## src/design/cwm_pkg.sv

```systemverilog
`timescale 1ns / 1ps
package cwm_pkg;

  localparam int MAX_WIDTH    = 1024;
  localparam int MAX_KERNEL   = 5;
  localparam int HEIGHT_LIMIT = 4096;

  localparam int ADDR_W    = $clog2(MAX_WIDTH);
  localparam int LINE_ROWS = MAX_KERNEL - 1;
  localparam int KIDX_W    = $clog2(MAX_KERNEL);

  localparam int SAMPLE_W = 16;
  localparam int PROD_W   = 2 * SAMPLE_W;
  localparam int SUM_W    = 40;
  localparam int ROW_W    = 12;
  localparam int COL_W    = 10;
  localparam int WIDX_W   = 3;

  localparam int IMG_W_W     = 11;
  localparam int IMG_H_W     = 13;
  localparam int KSIZE_W     = 3;
  localparam int CFG_DATA_W  = 13;
  localparam int CFG_INDEX_W = 2;

  localparam int FIFO_DEPTH  = 8;
  localparam int FIFO_PTR_W  = $clog2(FIFO_DEPTH);
  localparam int FIFO_CNT_W  = $clog2(FIFO_DEPTH + 1);

  typedef enum logic [CFG_INDEX_W-1:0] {
    CFG_IMAGE_WIDTH  = 2'd0,
    CFG_IMAGE_HEIGHT = 2'd1,
    CFG_KERNEL_ROWS  = 2'd2,
    CFG_KERNEL_COLS  = 2'd3
  } cfg_index_t;

  typedef enum logic {
    OP_WEIGHT = 1'b0,
    OP_PIXEL  = 1'b1
  } opcode_t;

  typedef logic signed [SAMPLE_W-1:0] sample_t;
  typedef sample_t [MAX_KERNEL-1:0][MAX_KERNEL-1:0] grid_t;
  typedef sample_t [MAX_KERNEL-1:0] column_t;
  typedef logic [LINE_ROWS*SAMPLE_W-1:0] line_word_t;

  typedef struct packed {
    opcode_t              opcode;
    logic [WIDX_W-1:0]    weight_row;
    logic [WIDX_W-1:0]    weight_col;
    logic signed [SAMPLE_W-1:0] sample_value;
  } in_item_t;

  typedef struct packed {
    logic signed [SUM_W-1:0] window_sum;
    logic [ROW_W-1:0]        out_row;
    logic [COL_W-1:0]        out_col;
    logic                    frame_last;
  } out_item_t;

  typedef struct packed {
    logic             produce;
    logic [ROW_W-1:0] out_row;
    logic [COL_W-1:0] out_col;
    logic             frame_last;
  } meta_t;

  typedef struct packed {
    logic              valid;
    logic              is_pixel;
    logic [WIDX_W-1:0] weight_row;
    logic [WIDX_W-1:0] weight_col;
    sample_t           value;
    logic [ADDR_W-1:0] addr;
    meta_t             meta;
  } stage_t;

endpackage

```

## src/design/cwm_out_fifo.sv

```systemverilog
`timescale 1ns / 1ps
module cwm_out_fifo (
  input  logic                            clk,
  input  logic                            rst,
  input  logic                            push,
  input  cwm_pkg::out_item_t              push_item,
  output logic                            out_valid,
  input  logic                            out_ready,
  output cwm_pkg::out_item_t              out_item,
  output logic [cwm_pkg::FIFO_CNT_W-1:0]  count
);

  cwm_pkg::out_item_t               mem [cwm_pkg::FIFO_DEPTH];
  logic [cwm_pkg::FIFO_PTR_W-1:0]   wr_ptr;
  logic [cwm_pkg::FIFO_PTR_W-1:0]   rd_ptr;
  logic                             pop;

  assign out_valid = (count != '0);
  assign out_item  = mem[rd_ptr];
  assign pop       = out_valid && out_ready;

  always_ff @(posedge clk) begin
    if (push) begin
      mem[wr_ptr] <= push_item;
    end
  end

  always_ff @(posedge clk) begin
    if (rst) begin
      wr_ptr <= '0;
      rd_ptr <= '0;
      count  <= '0;
    end else begin
      if (push) begin
        wr_ptr <= wr_ptr + 1'b1;
      end
      if (pop) begin
        rd_ptr <= rd_ptr + 1'b1;
      end
      count <= count + cwm_pkg::FIFO_CNT_W'(push) - cwm_pkg::FIFO_CNT_W'(pop);
    end
  end

endmodule

```

## config.mk

```make
export PLATFORM = sky130hd
export DESIGN_NAME = cwm_out_fifo
export DESIGN_NICKNAME = d
export VERILOG_FILES = /design/src/design/cwm_pkg.sv /design/src/design/cwm_out_fifo.sv
export SDC_FILE = /design/constraint.sdc
export NUM_CORES = 1
export LEC_CHECK = 0
export ABC_CLOCK_PERIOD_IN_PS = 6900
export BUFFER_PORTS_ARGS = -buffer_cell sky130_fd_sc_hd__buf_2
export CORE_ASPECT_RATIO = 2
export CORE_MARGIN = 3
export CORE_UTILIZATION = 55
export CTS_CLUSTER_SIZE = 10
export DETAILED_ROUTE_END_ITERATION = 7
export PLACE_DENSITY = 0.8
export SYNTH_ARGS = -nofsm -noshare
export SYNTH_HDL_FRONTEND = slang
export SYNTH_SLANG_ARGS = --single-unit
```

## constraint.sdc

```tcl
create_clock -name clk -period 6.9 [get_ports clk]
set_clock_uncertainty 0.2 [all_clocks]
set_input_delay 1.38 -clock clk [delete_from_list [all_inputs] [get_ports clk]]
set_output_delay 1.38 -clock clk [all_outputs]
set_load 0.1 [all_outputs]
```

=== Yosys cells after proc, flatten, opt, wreduce, memory -nomap -nowiden ===
Memories as Yosys holds them, arrays and structs flattened. A register that Yosys moved wholly into a read port is not among the register bits.
Cells that the tools add are included.

* RAM bits: 504
* Logic and storage cells: 14
* Input bits: 67
* Output and inout bits: 68
* Register bits: 10
* Memories kept: 1

* Add/subtract/negate cells: 4
* Reductions and logical operators: 2
* Muxes and demuxes: 4

{| class="wikitable"
|+ Memory list
! name !! words !! bits a word !! rd ports !! clocked after Yosys merged registers in !! write ports !! RTL line !! text
|-
| mem || 8 || 63 || 1 || 1 || 1 || cwm_out_fifo.sv:13 || <nowiki>cwm_pkg::out_item_t mem [cwm_pkg::FIFO_DEPTH];</nowiki>
|}

{| class="wikitable"
|+ Operator list
! cell !! number
|-
| adder 3 x 1 -> 3 bit (second input constant) || 2
|-
| two-way mux 3 bit || 2
|-
| adder 4 x 1 -> 4 bit || 1
|-
| nonzero test 4 bit || 1
|-
| subtractor 4 x 1 -> 4 bit || 1
|-
| two-way mux 1 bit || 2
|-
| logical AND 1 bit || 1
|}

=== Logic depth before layout (Yosys ltp) ===
* Word-level depth: 4
* Gate-level depth with buffers: 11
* Mapped depth without buffers: 11

=== Worst setup path after synthesis ===
No wires, ideal clock.

* Path kind: in2reg
* From: input push
* To: memory mem[0][0] in the netlist's numbering, enable pin
* Required time: 6.138 ns
* Slack: 0.381 ns
* Path buffers: 0
* Arrival time: 5.758 ns
* Setup time: 0.562 ns
* Stages on the path: 2
* Cells stage by stage: nand2b_1 -> nor3_1

* Word-level cells in the longest chain between the ends: 2

{| class="wikitable"
|+ RTL lines
! element !! RTL line !! text
|-
| start: declaration || cwm_out_fifo.sv:5 || <nowiki>input logic push,</nowiki>
|-
| two-way mux 1 bit || cwm_out_fifo.sv:23 || <nowiki>if (push) begin</nowiki>
|-
| two-way mux 1 bit (implied by the code) || cwm_out_fifo.sv:24 || <nowiki>mem[wr_ptr] <= push_item;</nowiki>
|-
| end: declaration || cwm_out_fifo.sv:13 ||
|}

Every way passes these cells.

==> run_results.csv <==
group,metric,value,unit
outcome,status,"finished clean",
worst_setup_path,reg2reg_depth,3,
synthesis,syn-instance-count,804,
floorplan,coreArea,35100,um2
timing,setup_viol,0,
timing,hold_viol_final,0,
synthesis,synth_cell_types,26,
synthesis,synth-warning-count,0,
global_routing,grt_start_max_net_pins,65,
finish,seqCellArea,15400,um2
synthesis,avgSynthCellArea,24.3,um2
finish,num-fill-cells,2259,
floorplan,dieArea,38000,um2
worst_setup_path,r2r-start,"wr_ptr[0]",
synthesis,syn_nets,878,
detailed_routing,drt_iter0_drc,737,
timing,setup_tns,0,ns
timing,min_period,4.80,ns
worst_setup_path,end_kind,"output port",
worst_setup_path,crit_fanout,56,
worst_setup_path,reg2reg_to,"mem[3][16]",
finish,fin_cells,1456,
finish,finish.utilization,0.637,
clocking,insertion_delay,0.56,ns
clocking,post_cts.repair.setup_buffers,0,
timing,drv_slew,0,
power_and_ir_drop,ir_drop,0.332,mV
global_routing,antenna_found_initial,8,
worst_setup_path,critPathSlowestCell,"dfxtp_4",
detailed_routing,first_pass_iters,5,
min_path,hold_depth,2,
synthesis,synth.top_cell.area_share,0.774,
worst_setup_path,path_cells,"buf_12 > mux4_2 > mux2_2 > buf_2",
synthesis,synthTopCellsByArea,"edfxtp_1, mux4_2, mux2_2, dfxtp_1, buf_8",
detailed_routing,vias_per_cell,6.00,
place,port_buffers,134,
clocking,cts_root_buffer,"clkbuf_16",
place,hpwl,20900,um
synthesis,ys_seq_area_frac,0.787,
clocking,cts_max_level,2,
place,gp_congestion,0.718,
power_and_ir_drop,power_density,363,nW/um2
detailed_routing,drt-wirelength-per-cell,25.7,um
clocking,clkTransAtPathRegs,0.05,ns
worst_setup_path,criticalPathCategory,"flop to output port",
min_path,holdCritStartpoint,"rd_ptr[2]",
global_routing,overflow,0,
finish,mostFrequentLayoutCell,"edfxtp_1",
worst_setup_path,startpoint_type,"flop",
power_and_ir_drop,power,0.00812,W
floorplan,die_x,139,um
finish,area_delta_synth_final,14.3,%
clocking,clk_path_buf_depth,3,
worst_setup_path,required,5.32,ns
global_routing,grt_first_pass_wirelength,57000,um
worst_setup_path,arrival,3.22,ns
clocking,cts_made_buffers,57,
synthesis,synth_top_area_cell,"edfxtp_1",
floorplan,rows,97,
worst_setup_path,ff2ff_setup_slack,4.09,ns
power_and_ir_drop,power.leakage,7.13,nW
detailed_routing,vias,8740,
finish,final_cell_mix,"edfxtp_1, buf_2, mux4_2, mux2_2, clkbuf_16",
worst_setup_path,max_stage_delay,0.95,ns
detailed_routing,drc,0,
floorplan,start_util,0.558,
floorplan,die_h,273,um
clocking,clock_sinks,517,
timing,grt_setup_unrepaired,"no",
finish,drive_above_1_share,0.413,
detailed_routing,totalWireLength,37400,um
clocking,cts.repair.resized,0,
min_path,min_path_type,"flop to flop",
global_routing,grt_use_total,0.199,
timing,maxSlewHeadroom,0.308,
finish,nets,1055,
global_routing,grt_pass1_vias,9516,
timing,finalCritPeriodShare,0.695,
synthesis,netlist_area,19600,um2
floorplan,io-pin-count,135,
clocking,cts_tree,"yes",
clocking,postCtsHoldBufs,0,
job,timing.max_cap.violations,0,
timing,max_freq,209,MHz
timing,tightest_slew,1.04,ns
finish,multi_input_area,3970,um2
synthesis,ys_seq_elements,517,
place,place_inst,1367,
detailed_routing,ant_nets,0,
sequential cells by signal, indices dropped and copies added (netlist names), named ones only:
signal	flops
count	4
mem	504
rd_ptr	3
wr_ptr	3
Yosys cell counts, drive strengths merged:
cell and count:
inv 8, o21ai 3, edfxtp 504, xnor2 1
mux4 126, ha 6, fa 1, a31o 1
nand2b 4, nor3 2, dfxtp 13, nand2 5
nor2 13, mux2 65, mux2i 1, a21oi 6
nor3b 1, xor2 2, or3 1, clkbuf 16
buf 20, nor2b 2, nand3 3
critical path: cells and delay by family, from the launching register on:
kind / cells / cell delay (ns)
muxes: 2 / 0.87
DFF: 1 / 0.95
buffers and inverters: 2 / 0.74
per-layer routing:
metal | wire, um | global-route usage | up-vias
met5 | 20 | 0 | -
met3 | 2060 | 0.0319 | 83
met4 | 1330 | 0.0910 | 2
li1 | - | - | 3746
met1 | 13800 | 0.240 | 4616
met2 | 20300 | 0.353 | 293
power breakdown:
part | internal [W] | leakage, nW | switching, W | total, W
registers | 0.00355 | 4.69 | 0.0000863 | 0.00363
logic | 0.000492 | 1.70 | 0.00143 | 0.00192
clock network | 0.00150 | 0.738 | 0.00106 | 0.00256
total | 0.00554 | 7.13 | 0.00258 | 0.00812
area by class of cell:
cell class,instances,share of cell area
flip-flops and latches,517,0.690
repair buffers,154,0.0373
clock buffers,82,0.0685
well taps,445,0.0249
diodes,7,0.000784
multi-input cells,243,0.178
inverters,8,0.00134
how the worst max path moves through the flow:
stage               slack, ns  cells past startpoint  startpoint      endpoint
finish                   2.10                      4        flop  out_item[61]
global route             1.87                      4        flop  out_item[43]
CTS                      2.00                      4        flop  out_item[61]
detailed placement       2.60                      4        flop   out_item[9]
global placement         2.62                      4        flop   out_item[3]
floorplan                0.38                      2        push     mem[0][0]
cells by family (layout without fill, tap and decap cells):
| group | after synthesis | after routing | synth area share |
|---|---|---|---|
| AOI/OAI and AO/OA | 10 | 10 | 0.00275 |
| buffers and inverters | 44 | 244 | 0.0126 |
| DFF | 517 | 517 | 0.787 |
| and+or+nand+nor | 31 | 31 | 0.00736 |
| other | 0 | 7 | 0 |
| adders and majority gates | 7 | 7 | 0.00486 |
| xor gates and xnor gates | 3 | 3 | 0.00134 |
| muxes | 192 | 192 | 0.184 |
stage by stage:
step	setup slack, ns	instance area [um2]	hold slack (ns)
6_report	2.10	22300	0.314
5_1_grt	1.87	22300	0.358
4_1_cts	2.00	22300	0.319
3_5_place_dp	2.60	20800	0.302
3_3_place_gp	2.62	20800	0.286
2_1_floorplan	0.381	19600	0.280
(Power assumes the default switching activity.)
